<file path="src/design/dshot_pkg.sv">
`default_nettype none
package dshot_pkg;

  // Field widths fixed by the frame format.
  localparam int unsigned ValueW   = 11;
  localparam int unsigned FrameW   = 16;
  localparam int unsigned TicksW   = 8;
  localparam int unsigned GapW     = 16;
  localparam int unsigned CountW   = 16;
  localparam int unsigned ReqW     = 12;
  localparam int unsigned CfgIdxW  = 3;
  localparam int unsigned CfgDataW = 16;
  localparam int unsigned ItemIdxW = 5;

  // Sixteen pulse items, then the gap item.
  localparam logic [ItemIdxW-1:0] GapItemIdx = 5'd16;
  localparam logic [ValueW-1:0]   ValueMax   = 11'd2047;
  localparam logic [CountW-1:0]   CountMax   = 16'hFFFF;

  typedef enum logic [1:0] {
    OP_ARM_TOGGLE      = 2'd0,
    OP_STOP            = 2'd1,
    OP_THROTTLE_TOGGLE = 2'd2,
    OP_FRAME_SLOT      = 2'd3
  } dshot_op_e;

  typedef enum logic [1:0] {
    MODE_DISARMED = 2'd0,
    MODE_ARMING   = 2'd1,
    MODE_ARMED    = 2'd2
  } dshot_mode_e;

  typedef enum logic [CfgIdxW-1:0] {
    CFG_ONE_HIGH      = 3'd0,
    CFG_ONE_LOW       = 3'd1,
    CFG_ZERO_HIGH     = 3'd2,
    CFG_ZERO_LOW      = 3'd3,
    CFG_GAP           = 3'd4,
    CFG_ARMING_FRAMES = 3'd5,
    CFG_IDLE_THROTTLE = 3'd6
  } dshot_cfg_idx_e;

  typedef struct packed {
    logic [1:0]      op;
    logic [ReqW-1:0] throttle_request;
  } dshot_in_t;

  typedef struct packed {
    logic              bit_value;
    logic [TicksW-1:0] high_ticks;
    logic [GapW-1:0]   low_ticks;
    logic              is_gap;
    logic [FrameW-1:0] frame_word;
    logic              last;
  } dshot_out_t;

  typedef struct packed {
    logic [TicksW-1:0] one_high_ticks;
    logic [TicksW-1:0] one_low_ticks;
    logic [TicksW-1:0] zero_high_ticks;
    logic [TicksW-1:0] zero_low_ticks;
    logic [GapW-1:0]   gap_ticks;
    logic [CountW-1:0] arming_frames;
    logic [ValueW-1:0] idle_throttle;
  } dshot_cfg_t;

  // Value, telemetry bit zero, then the XOR of the three nibbles.
  function automatic logic [FrameW-1:0] build_frame(logic [ValueW-1:0] value);
    logic [ValueW:0] word;
    logic [3:0]      crc;
    word = {value, 1'b0};
    crc  = word[3:0] ^ word[7:4] ^ word[11:8];
    return {word, crc};
  endfunction

endpackage
`default_nettype wire

</file>
<file path="src/design/dshot_fifo.sv">
`default_nettype none
module dshot_fifo #(
  parameter int unsigned WIDTH = 16,
  parameter int unsigned DEPTH = 2
) (
  input  wire logic             clk_i,
  input  wire logic             rst_ni,
  input  wire logic             push_i,
  input  wire logic [WIDTH-1:0] wdata_i,
  input  wire logic             pop_i,
  output logic      [WIDTH-1:0] rdata_o,
  output logic                  full_o,
  output logic                  empty_o
);

  localparam int unsigned PtrW = (DEPTH > 1) ? $clog2(DEPTH) : 1;
  localparam int unsigned CntW = $clog2(DEPTH + 1);
  localparam logic [PtrW-1:0] PtrLast = PtrW'(DEPTH - 1);
  localparam logic [CntW-1:0] CntFull = CntW'(DEPTH);

  logic [WIDTH-1:0] mem_q [DEPTH];
  logic [PtrW-1:0]  wr_ptr_q, wr_ptr_d;
  logic [PtrW-1:0]  rd_ptr_q, rd_ptr_d;
  logic [CntW-1:0]  count_q, count_d;
  logic             do_push, do_pop;

  assign full_o  = (count_q == CntFull);
  assign empty_o = (count_q == '0);
  assign do_push = push_i && !full_o;
  assign do_pop  = pop_i && !empty_o;
  assign rdata_o = mem_q[rd_ptr_q];

  // Pointer and occupancy update.
  always_comb begin
    wr_ptr_d = wr_ptr_q;
    rd_ptr_d = rd_ptr_q;
    count_d  = count_q;
    if (do_push) begin
      wr_ptr_d = (wr_ptr_q == PtrLast) ? '0 : wr_ptr_q + 1'b1;
    end
    if (do_pop) begin
      rd_ptr_d = (rd_ptr_q == PtrLast) ? '0 : rd_ptr_q + 1'b1;
    end
    if (do_push && !do_pop) begin
      count_d = count_q + 1'b1;
    end else if (do_pop && !do_push) begin
      count_d = count_q - 1'b1;
    end
  end

  always_ff @(posedge clk_i or negedge rst_ni) begin
    if (!rst_ni) begin
      wr_ptr_q <= '0;
      rd_ptr_q <= '0;
      count_q  <= '0;
    end else begin
      wr_ptr_q <= wr_ptr_d;
      rd_ptr_q <= rd_ptr_d;
      count_q  <= count_d;
    end
  end

  // Entry storage needs no reset.
  always_ff @(posedge clk_i) begin
    if (do_push) begin
      mem_q[wr_ptr_q] <= wdata_i;
    end
  end

endmodule
`default_nettype wire

</file>
<file path="src/design/dshot_front.sv">
`default_nettype none
module dshot_front
  import dshot_pkg::*;
(
  input  wire logic              clk_i,
  input  wire logic              rst_ni,
  input  wire dshot_cfg_t        cfg_i,
  input  wire logic              accept_i,
  input  wire dshot_in_t         item_i,
  output logic                   fq_push_o,
  output logic      [FrameW-1:0] fq_data_o
);

  dshot_mode_e       mode_q, mode_d;
  logic              thr_en_q, thr_en_d;
  logic [CountW-1:0] arm_cnt_q, arm_cnt_d;
  logic [CountW-1:0] arm_cnt_inc;
  logic [ValueW-1:0] req_sat;
  logic [ValueW-1:0] value;
  dshot_op_e         op;

  assign op          = dshot_op_e'(item_i.op);
  assign arm_cnt_inc = (arm_cnt_q == CountMax) ? arm_cnt_q : arm_cnt_q + 1'b1;
  assign req_sat     = item_i.throttle_request[ReqW-1] ? ValueMax
                                                       : item_i.throttle_request[ValueW-1:0];

  // Next mode, throttle flag and arming count.
  always_comb begin
    mode_d    = mode_q;
    thr_en_d  = thr_en_q;
    arm_cnt_d = arm_cnt_q;
    if (accept_i) begin
      case (op)
        OP_ARM_TOGGLE: begin
          if (mode_q == MODE_ARMED) begin
            mode_d   = MODE_DISARMED;
            thr_en_d = 1'b0;
          end else if (mode_q != MODE_ARMING) begin
            mode_d    = MODE_ARMING;
            arm_cnt_d = '0;
          end
        end
        OP_STOP: begin
          mode_d    = MODE_DISARMED;
          thr_en_d  = 1'b0;
          arm_cnt_d = '0;
        end
        OP_THROTTLE_TOGGLE: begin
          if (mode_q == MODE_ARMED) begin
            thr_en_d = !thr_en_q;
          end
        end
        OP_FRAME_SLOT: begin
          if (mode_q == MODE_ARMING) begin
            arm_cnt_d = arm_cnt_inc;
            if (arm_cnt_inc >= cfg_i.arming_frames) begin
              mode_d = MODE_ARMED;
            end
          end
        end
        default: begin
          mode_d = mode_q;
        end
      endcase
    end
  end

  // Frame value and queue push for a frame slot outside the disarmed mode.
  always_comb begin
    fq_push_o = 1'b0;
    value     = '0;
    case (mode_q)
      MODE_ARMING: begin
        fq_push_o = accept_i && (op == OP_FRAME_SLOT);
        value     = '0;
      end
      MODE_ARMED: begin
        fq_push_o = accept_i && (op == OP_FRAME_SLOT);
        value     = thr_en_q ? req_sat : cfg_i.idle_throttle;
      end
      default: begin
        fq_push_o = 1'b0;
        value     = '0;
      end
    endcase
  end

  assign fq_data_o = build_frame(value);

  always_ff @(posedge clk_i or negedge rst_ni) begin
    if (!rst_ni) begin
      mode_q    <= MODE_DISARMED;
      thr_en_q  <= 1'b0;
      arm_cnt_q <= '0;
    end else begin
      mode_q    <= mode_d;
      thr_en_q  <= thr_en_d;
      arm_cnt_q <= arm_cnt_d;
    end
  end

endmodule
`default_nettype wire

</file>
<file path="src/design/dshot_back.sv">
`default_nettype none
module dshot_back
  import dshot_pkg::*;
(
  input  wire logic              clk_i,
  input  wire logic              rst_ni,
  input  wire dshot_cfg_t        cfg_i,
  input  wire logic              fq_empty_i,
  input  wire logic [FrameW-1:0] fq_data_i,
  output logic                   fq_pop_o,
  input  wire logic              pop_i,
  output logic                   empty_o,
  output dshot_out_t             item_o
);

  logic                busy_q, busy_d;
  logic [ItemIdxW-1:0] idx_q, idx_d;
  logic [FrameW-1:0]   frame_q;
  logic                out_valid_q, out_valid_d;
  dshot_out_t          out_q, item_next;
  logic                advance, at_gap, load, cur_bit;

  // An item moves into the output register when it is free or being drained.
  assign advance  = busy_q && (!out_valid_q || pop_i);
  assign at_gap   = (idx_q == GapItemIdx);
  assign load     = !fq_empty_i && (!busy_q || (advance && at_gap));
  assign fq_pop_o = load;
  assign empty_o  = !out_valid_q;
  assign item_o   = out_q;

  // MSB first: item k carries frame bit 15 - k.
  assign cur_bit = frame_q[~idx_q[3:0]];

  always_comb begin
    item_next.frame_word = frame_q;
    if (at_gap) begin
      item_next.bit_value  = 1'b0;
      item_next.high_ticks = '0;
      item_next.low_ticks  = cfg_i.gap_ticks;
      item_next.is_gap     = 1'b1;
      item_next.last       = 1'b1;
    end else begin
      item_next.bit_value  = cur_bit;
      item_next.high_ticks = cur_bit ? cfg_i.one_high_ticks : cfg_i.zero_high_ticks;
      item_next.low_ticks  = {8'd0, cur_bit ? cfg_i.one_low_ticks : cfg_i.zero_low_ticks};
      item_next.is_gap     = 1'b0;
      item_next.last       = 1'b0;
    end
  end

  // Serializer control.
  always_comb begin
    busy_d      = busy_q;
    idx_d       = idx_q;
    out_valid_d = out_valid_q;
    if (load) begin
      busy_d = 1'b1;
      idx_d  = '0;
    end else if (advance) begin
      busy_d = !at_gap;
      idx_d  = idx_q + 1'b1;
    end
    if (advance) begin
      out_valid_d = 1'b1;
    end else if (pop_i) begin
      out_valid_d = 1'b0;
    end
  end

  always_ff @(posedge clk_i or negedge rst_ni) begin
    if (!rst_ni) begin
      busy_q      <= 1'b0;
      idx_q       <= '0;
      out_valid_q <= 1'b0;
    end else begin
      busy_q      <= busy_d;
      idx_q       <= idx_d;
      out_valid_q <= out_valid_d;
    end
  end

  always_ff @(posedge clk_i) begin
    if (load) begin
      frame_q <= fq_data_i;
    end
    if (advance) begin
      out_q <= item_next;
    end
  end

endmodule
`default_nettype wire

</file>
<file path="src/design/dshot_esc_arming_frame_transmitter_top.sv">
// DShot ESC arming frame transmitter.
//
// Input channel (push/full): each transaction is a button event (arm toggle,
// stop, throttle toggle) or a frame slot carrying a requested throttle.
// Result channel (empty/pop): pulse items, each with its bit, high and low
// tick counts and the whole frame word. A frame is 16 pulse items, MSB first,
// followed by one gap item that has is_gap and last set.
// Configuration: cfg_we_i writes cfg_data_i into register cfg_idx_i;
// write only while the block is idle.
// The first item of an accepted frame slot passes the frame queue, the
// serializer's frame register and the output register. The serializer sends
// one item per cycle while the receiver pops, and loads the next frame as it
// sends the gap item; the input side runs ahead until the frame queue is full.
// When the receiver stalls, the output register holds its item and the
// serializer, then the frame queue, fill up; full then rises on the input.
// Reset puts the ESC in the disarmed mode, clears the throttle flag, arming
// count, frame queue and output register, and loads the register defaults.
`default_nettype none
module dshot_esc_arming_frame_transmitter_top
  import dshot_pkg::*;
#(
  parameter int unsigned FRAME_QUEUE_DEPTH = 2
) (
  input  wire logic                clk_i,
  input  wire logic                rst_ni,
  input  wire logic                push,
  output logic                     full,
  input  wire dshot_in_t           in_item_i,
  output logic                     empty,
  input  wire logic                pop,
  output dshot_out_t               out_item_o,
  input  wire logic                cfg_we_i,
  input  wire logic [CfgIdxW-1:0]  cfg_idx_i,
  input  wire logic [CfgDataW-1:0] cfg_data_i
);

  dshot_cfg_t        cfg_q;
  logic              accept;
  logic              fq_push, fq_pop, fq_full, fq_empty;
  logic [FrameW-1:0] fq_wdata, fq_rdata;

  assign full   = fq_full;
  assign accept = push && !fq_full;

  // Configuration registers.
  always_ff @(posedge clk_i or negedge rst_ni) begin
    if (!rst_ni) begin
      cfg_q.one_high_ticks  <= 8'd12;
      cfg_q.one_low_ticks   <= 8'd4;
      cfg_q.zero_high_ticks <= 8'd6;
      cfg_q.zero_low_ticks  <= 8'd10;
      cfg_q.gap_ticks       <= 16'd5000;
      cfg_q.arming_frames   <= 16'd1000;
      cfg_q.idle_throttle   <= 11'd48;
    end else if (cfg_we_i) begin
      case (dshot_cfg_idx_e'(cfg_idx_i))
        CFG_ONE_HIGH:      cfg_q.one_high_ticks  <= cfg_data_i[TicksW-1:0];
        CFG_ONE_LOW:       cfg_q.one_low_ticks   <= cfg_data_i[TicksW-1:0];
        CFG_ZERO_HIGH:     cfg_q.zero_high_ticks <= cfg_data_i[TicksW-1:0];
        CFG_ZERO_LOW:      cfg_q.zero_low_ticks  <= cfg_data_i[TicksW-1:0];
        CFG_GAP:           cfg_q.gap_ticks       <= cfg_data_i[GapW-1:0];
        CFG_ARMING_FRAMES: cfg_q.arming_frames   <= cfg_data_i[CountW-1:0];
        CFG_IDLE_THROTTLE: cfg_q.idle_throttle   <= cfg_data_i[ValueW-1:0];
        default: begin
          cfg_q <= cfg_q;
        end
      endcase
    end
  end

  // Front end: mode tracking and frame building.
  dshot_front u_front (
    .clk_i     (clk_i),
    .rst_ni    (rst_ni),
    .cfg_i     (cfg_q),
    .accept_i  (accept),
    .item_i    (in_item_i),
    .fq_push_o (fq_push),
    .fq_data_o (fq_wdata)
  );

  // Frame queue between the two sides.
  dshot_fifo #(
    .WIDTH (FrameW),
    .DEPTH (FRAME_QUEUE_DEPTH)
  ) u_frame_queue (
    .clk_i   (clk_i),
    .rst_ni  (rst_ni),
    .push_i  (fq_push),
    .wdata_i (fq_wdata),
    .pop_i   (fq_pop),
    .rdata_o (fq_rdata),
    .full_o  (fq_full),
    .empty_o (fq_empty)
  );

  // Back end: pulse serializer with output register.
  dshot_back u_back (
    .clk_i      (clk_i),
    .rst_ni     (rst_ni),
    .cfg_i      (cfg_q),
    .fq_empty_i (fq_empty),
    .fq_data_i  (fq_rdata),
    .fq_pop_o   (fq_pop),
    .pop_i      (pop),
    .empty_o    (empty),
    .item_o     (out_item_o)
  );

  // A frame is never pushed into a full queue.
  a_no_overflow: assert property (@(posedge clk_i) disable iff (!rst_ni)
    fq_push |-> !fq_full)
    else $error("frame pushed into full queue");

  // The gap item alone ends a frame and drives no high time.
  a_gap_last: assert property (@(posedge clk_i) disable iff (!rst_ni)
    !empty |-> (out_item_o.last == out_item_o.is_gap) &&
               (!out_item_o.is_gap || (out_item_o.high_ticks == '0)))
    else $error("gap item marking inconsistent");

  // A pulse item taken by the receiver is followed by another item of the same frame.
  a_frame_continues: assert property (@(posedge clk_i) disable iff (!rst_ni)
    (pop && !empty && !out_item_o.last) |=>
      (!empty && (out_item_o.frame_word == $past(out_item_o.frame_word))))
    else $error("frame run broken");

endmodule
`default_nettype wire

</file>
<file path="config.mk">
export PLATFORM = sky130hd
export DESIGN_NAME = dshot_esc_arming_frame_transmitter_top
export DESIGN_NICKNAME = d
export VERILOG_FILES = /design/src/design/dshot_pkg.sv /design/src/design/dshot_fifo.sv /design/src/design/dshot_front.sv /design/src/design/dshot_back.sv /design/src/design/dshot_esc_arming_frame_transmitter_top.sv
export SDC_FILE = /design/constraint.sdc
export NUM_CORES = 1
export LEC_CHECK = 0
export BUFFER_PORTS_ARGS = -buffer_cell sky130_fd_sc_hd__buf_4
export CAP_MARGIN = 0
export CORE_AREA = 3 3 124 126
export CTS_CLUSTER_DIAMETER = 150
export CTS_CLUSTER_SIZE = 28
export DETAILED_ROUTE_END_ITERATION = 12
export DIE_AREA = 0 0 127 129
export PLACE_DENSITY = 0.84
export SYNTH_ARGS = -nofsm -noshare
export SYNTH_HDL_FRONTEND = slang
export SYNTH_HIERARCHICAL = 1
export SYNTH_SLANG_ARGS = --single-unit
</file>
<file path="constraint.sdc">
create_clock -name clk_i -period 5.4 [get_ports clk_i]
set_input_delay 0.81 -clock clk_i [delete_from_list [all_inputs] [get_ports clk_i]]
set_output_delay 0.81 -clock clk_i [all_outputs]
set_load 0.1 [all_outputs]
</file>
---- Yosys cells after proc, flatten, opt, wreduce, memory -nomap -nowiden ----
Memories as Yosys holds them, arrays and structs flattened. A register that Yosys moved wholly into a read port is not among the register bits.
Index checks and enable logic that the tools add are counted.
cells by class
  eq/ne operators ......................... 22
  mux-type cells .......................... 35
  add/sub/neg operators ................... 6
  reduce and logical (&&, ||, !) cells .... 38
  bitwise logic cells ..................... 3
  $lt $le $gt $ge ......................... 2
operators with widths
  operator               count
  $mux 16                4
  $pmux 16 s3            1
  $mux 11                3
  $add 16x1->16 const B  1
  $eq 16x16->1 const B   1
  $ge 16x16->1           1
  $mux 8                 2
  $reduce_and 2->1       7
  $mux 1                 13
  $mux 2                 6
  $ne 2x1->1 const B     6
  $mux 5                 2
  $reduce_and 5->1       2
  $eq 3x3->1 const B     3
  $logic_and 1x1->1      9
  $mux 9                 1
  $eq 2x2->1 const B     4
  $logic_not 1->1        8
  $xor 4x4->4            2
  $eq 3x2->1 const B     2
  $pmux 2 s3             1
  $reduce_bool 2->1      3
  $reduce_bool 3->1      2
  $add 5x1->5 const B    1
  17 further kinds       21
storage, ports and cells
  logic and storage cells ................. 131
  input bits .............................. 38
  bits in writable memories ............... 30
  flip-flop bits (word level) ............. 164
  output and inout port bits .............. 45
  memories ................................ 1
memory list
  name                 words  width  read ports  clocked after memory_dff  wr ports  line              RTL
  u_frame_queue.mem_q  2      15     1           1                         1         dshot_fifo.sv:21  logic [WIDTH-1:0] mem_q [DEPTH];

---- Longest topological paths before layout ----
  depth in word-level cells ............... 10
  gate-level depth with buffers ........... 13
  depth with buffers taken out ............ 12

---- By module ----
The synthesis kept the hierarchy.
by module, submodules not included
  module                                  seq. area each (um2)  times used  area an instance (um2)  cells an instance
  dshot_esc_arming_frame_transmitter_top  1901.8                1           2955.3                  165
  dshot_back                              1916.8                1           2825.2                  185
  dshot_front                             475.5                 1           1969.4                  253
  dshot_fifo                              1061.0                1           1402.6                  69

---- Worst setup path before layout ----
No wires, ideal clock.
  kind .................................... reg-to-reg
  start point ............................. register u_front.arm_cnt_q[0]
  end point ............................... register u_front.mode_q[0]
  path buffers ............................ 0
  slack ................................... 2.211 ns
  library setup time ...................... 0.125 ns
  clock period less this slack ............ 3.189 ns
  data required time ...................... 5.275 ns
  data arrival time ....................... 3.064 ns
  cell stages (with the launch flop) ...... 12
  cells stage by stage .................... dfrtp_1 -> ha_1 -> nand3_2 -> nor4_4 -> nand3_1 -> mux2_1 -> ha_1 -> nand4_1 -> nor3_1 -> o311ai_0 -> a31oi_1 -> mux2_2
between the ends
  word-level cells in the longest chain between the ends .. 5
  elaborated cells between the ends (all ways) .. 6
  those cells by class .................... add/sub: 1; order compare: 1; eq/ne: 2; mux: 1; reduce/logical: 1
RTL lines
  what                                           line               RTL
  start, declared                                dshot_front.sv:16  logic [CountW-1:0] arm_cnt_q, arm_cnt_d;
  start signal, assigned                         dshot_front.sv:98  arm_cnt_q <= arm_cnt_d;
  $add 16x1->16 or $eq 16x16->1 (tied branches)  dshot_front.sv:23  assign arm_cnt_inc = (arm_cnt_q == CountMax) ? arm_cnt_q : arm_cnt_q + 1'b1;
  $mux 16 (*)                                    dshot_front.sv:23
  $ge 16x16->1 (*)                               dshot_front.sv:56  if (arm_cnt_inc >= cfg_i.arming_frames) begin
  $ne 2x1->1 (no source line) (*)                --
  $reduce_and 5->1 (no source line) (*)          --
  end signal, assigned                           dshot_front.sv:96  mode_q <= mode_d;
  end, declared                                  dshot_front.sv:14  dshot_mode_e mode_q, mode_d;
Mark *: on every way between the ends. The rest lies on a longest branch, timed or not.
A chain may end at the register's enable or synchronous reset.

---- Worst setup path after layout ----
  start point ............................. register u_front.arm_cnt_q[0]
  end point ............................... register u_front.mode_q[1]
Same word-level chain as after synthesis.

==> metrics.yaml <==
nets: 804
path_clk_slew_ps: 70
die_x_um: 127
r2r_cells: 11
grt_use_met1: 0.3249
yosysSeqAreaShare: 0.5851
critPathKind: "flip-flop to flip-flop"
vias_per_cell: 6.087
routed_wl_um: 18710
grt_pass1_vias: 5882
worstReg2RegEnd: "u_front/mode_q[1]"
wl_per_cell_um: 19.89
fill_cells: 963
synth_xor_area_frac: 0.02775
synth_compound_area_frac: 0.08011
die_area_mm2: 0.01638
drtIter0Drc: 788
max-slew-margin-rel: 0.2229
synth_ff_type: "edfxtp_1"
vias: 5728
die_h_um: 129
status: "finished, final reports clean"
max_freq_mhz: 275.4
root_buffer: "clkbuf_16"
antenna_found_initial: 0
dp_hpwl_um: 12930
firstDrtPassIters: 5
power_density_mw_per_mm2: 501.5
arrival_ps: 3940
critPathLaunch: "u_front/arm_cnt_q[0]"
start_kind: "flip-flop"
portBuffers: 82
grt_start_max_net_pins: 61
period_share: 0.6724
hp-class: "input port to async pin"
endpoint_kind: "flip-flop"
synth_mux_area_frac: 0.1539
cts_buffers: 17
cts_tree: "done"
final_hold_viol_count: 0
p_leak_nw: 4.231
synth.avg_cell_area_um2: 13.62
fin_setup_tns_ps: 0
synth_top_family_by_area: "multiplexers"
ios: 83
synth_edf_count: 90
synth_seq_cells: 195
r2r_start: "u_front/arm_cnt_q[0]"
setup_viol: 0
synthSimpleGateAreaFrac: 0.08653
gr-usage-met2: 0.3960
core.rowCount: 44
grt-ovfl-total: 0
r2r_slack_ps: 1770
crit_fanout: 8
synthesis.area_mm2: 0.009153
track_usage: 0.2431
yosysTopAreaCellShare: 0.2953
grt_busiest_layer: "met2"
gp_congestion: 0.8796
clock_latency_ps: 430
cts.htree.levels: 4
yosysTopAreaCell: "edfxtp_1"
ys_types: 69
clk_path_buf_depth: 2
cts_resized: 0
synth_common_cells: "90 x edfxtp_1, 85 x dfrtp_1, 78 x mux2_2, 32 x a21oi_1, 32 x nand2_1"
fin_skew_ps: 9.842
area_growth_pct: 12.93
maxCapViolCount: 0
synthTopCellsByArea: "edfxtp_1 30%, dfrtp_1 23%, mux2_2 9.6%"
grt_util_met3: 0.05645
core_mm2: 0.01442
ir_worst_vdd_mv: 0.2666
start_util: 0.6345
synthAdderAreaFrac: 0.03008
synth_warnings: 6
fin_crit_ps: 3631
drc_errors: 0
cts_hold_buf: 0
drive_above_1_share: 0.3501
async_flop_share: 0.5385
syn_inst: 672
yosysMostFrequentCell: "edfxtp_1"
slew_viol_final: 0
whs_ps: 380.5
cp_data_required_time_ps: 5710
syn_nets: 732
diodes: 0
worst_pin_slew_ps: 1166
cts.sinks: 195
drtAntennaViolNets: 0
cts_setup_buffers: 0
grt_setup_unrepaired: "no"
grt_pass1_wl_um: 31090
-- worst max path at each step --
stage / to / slack, ps / cells past startpoint
2_1_floorplan: u_front/mode_q[0] / 2210 / 11
3_3_place_gp: u_front/mode_q[1] / 2010 / 11
3_5_place_dp: u_front/mode_q[1] / 1830 / 11
4_1_cts: u_front/mode_q[1] / 1780 / 11
5_1_grt: u_front/mode_q[1] / 1470 / 11
6_report: u_front/mode_q[1] / 1770 / 11
-- routing by layer --
metal  share of wire  wire (µm)
met4           0.021        389
met1            0.42       7848
met2            0.49       9254
met5               0          0
met3           0.065       1222
-- final cells by class --
class | instances | area, µm² | area share
flip-flops and latches | 195 | 5355 | 0.5181
multi-input cells | 417 | 3472 | 0.3359
repair buffers | 85 | 638.1 | 0.06174
clock buffers | 18 | 429.2 | 0.04152
well taps | 184 | 230.2 | 0.02227
clock inverters | 14 | 106.4 | 0.01029
inverters | 28 | 105.1 | 0.01017
-- cells by family after synthesis --
family | Yosys count
adders and majority gates | 22
and+or+nand+nor | 135
muxes | 117
xor gates and xnor gates | 29
other | 1
AOI/OAI and AO/OA | 113
buffers and inverters | 60
DFF | 195
-- stage by stage --
stage | instances | setup WS (ps) | total power, mW | utilization | cell area, µm²
6_report | 941 | 1769 | 5.183 | 0.7166 | 10340
4_1_cts | 941 | 1781 | 5.192 | 0.7166 | 10340
3_5_place_dp | 909 | 1831 | 4.043 | 0.6795 | 9801
3_3_place_gp | 909 | 2010 | 3.973 | 0.6795 | 9801
5_1_grt | 941 | 1473 | 5.410 | 0.7166 | 10340
2_1_floorplan | 672 | 2211 | 3.655 | - | 9153
-- power by group --
part	internal [mW]	switching, mW	total, mW
sequential	1.93	0.219	2.15
clock	0.594	0.557	1.15
combinational	0.643	1.24	1.88
total	3.17	2.01	5.18
-- layout by cell type (no fill, tap or decap), drive strengths merged, types with 3 or more instances in the layout --
cell	netlist	final
nand2b	6	6
nand4	6	6
inv	28	32
buf	19	85
and4bb	3	3
nand2	33	33
a21oi	40	40
clkbuf	13	18
dfstp	20	20
clkinv	0	5
and3	3	3
a31oi	7	7
dfrtp	85	85
mux2i	12	12
and2	12	12
ha	22	22
a31o	3	3
o21ai	25	25
nor2	31	31
xnor2	19	19
nand4b	3	3
clkinvlp	0	5
nor3	6	6
mux2	103	103
xor2	10	10
nor4	3	3
edfxtp	90	90
nand3b	8	8
o22ai	19	19
o31ai	3	3
nand3	13	13
-- state kept, by name, indices dropped and copies added, names as in the netlist, 2 cells and up --
name,flops
u_frame_queue/count_q,2
u_back/frame_q,16
u_back/item_o,42
u_front/mode_q,2
u_frame_queue/mem_q,32
cfg_q,75
u_back/idx_q,5
u_front/arm_cnt_q,16
-- worst max-delay path, stage by stage (launching register included) --
cell and delay, ps:
dfrtp_1 470, ha_1 290, nand3_2 180, nor4_4 530, nand3_1 190, mux2_1 340
ha_1 290, nand4_1 90, nor3_1 270, o311ai_0 200, a31oi_1 280, mux2_2 370
Note: power is estimated with default switching activity, not from simulation.
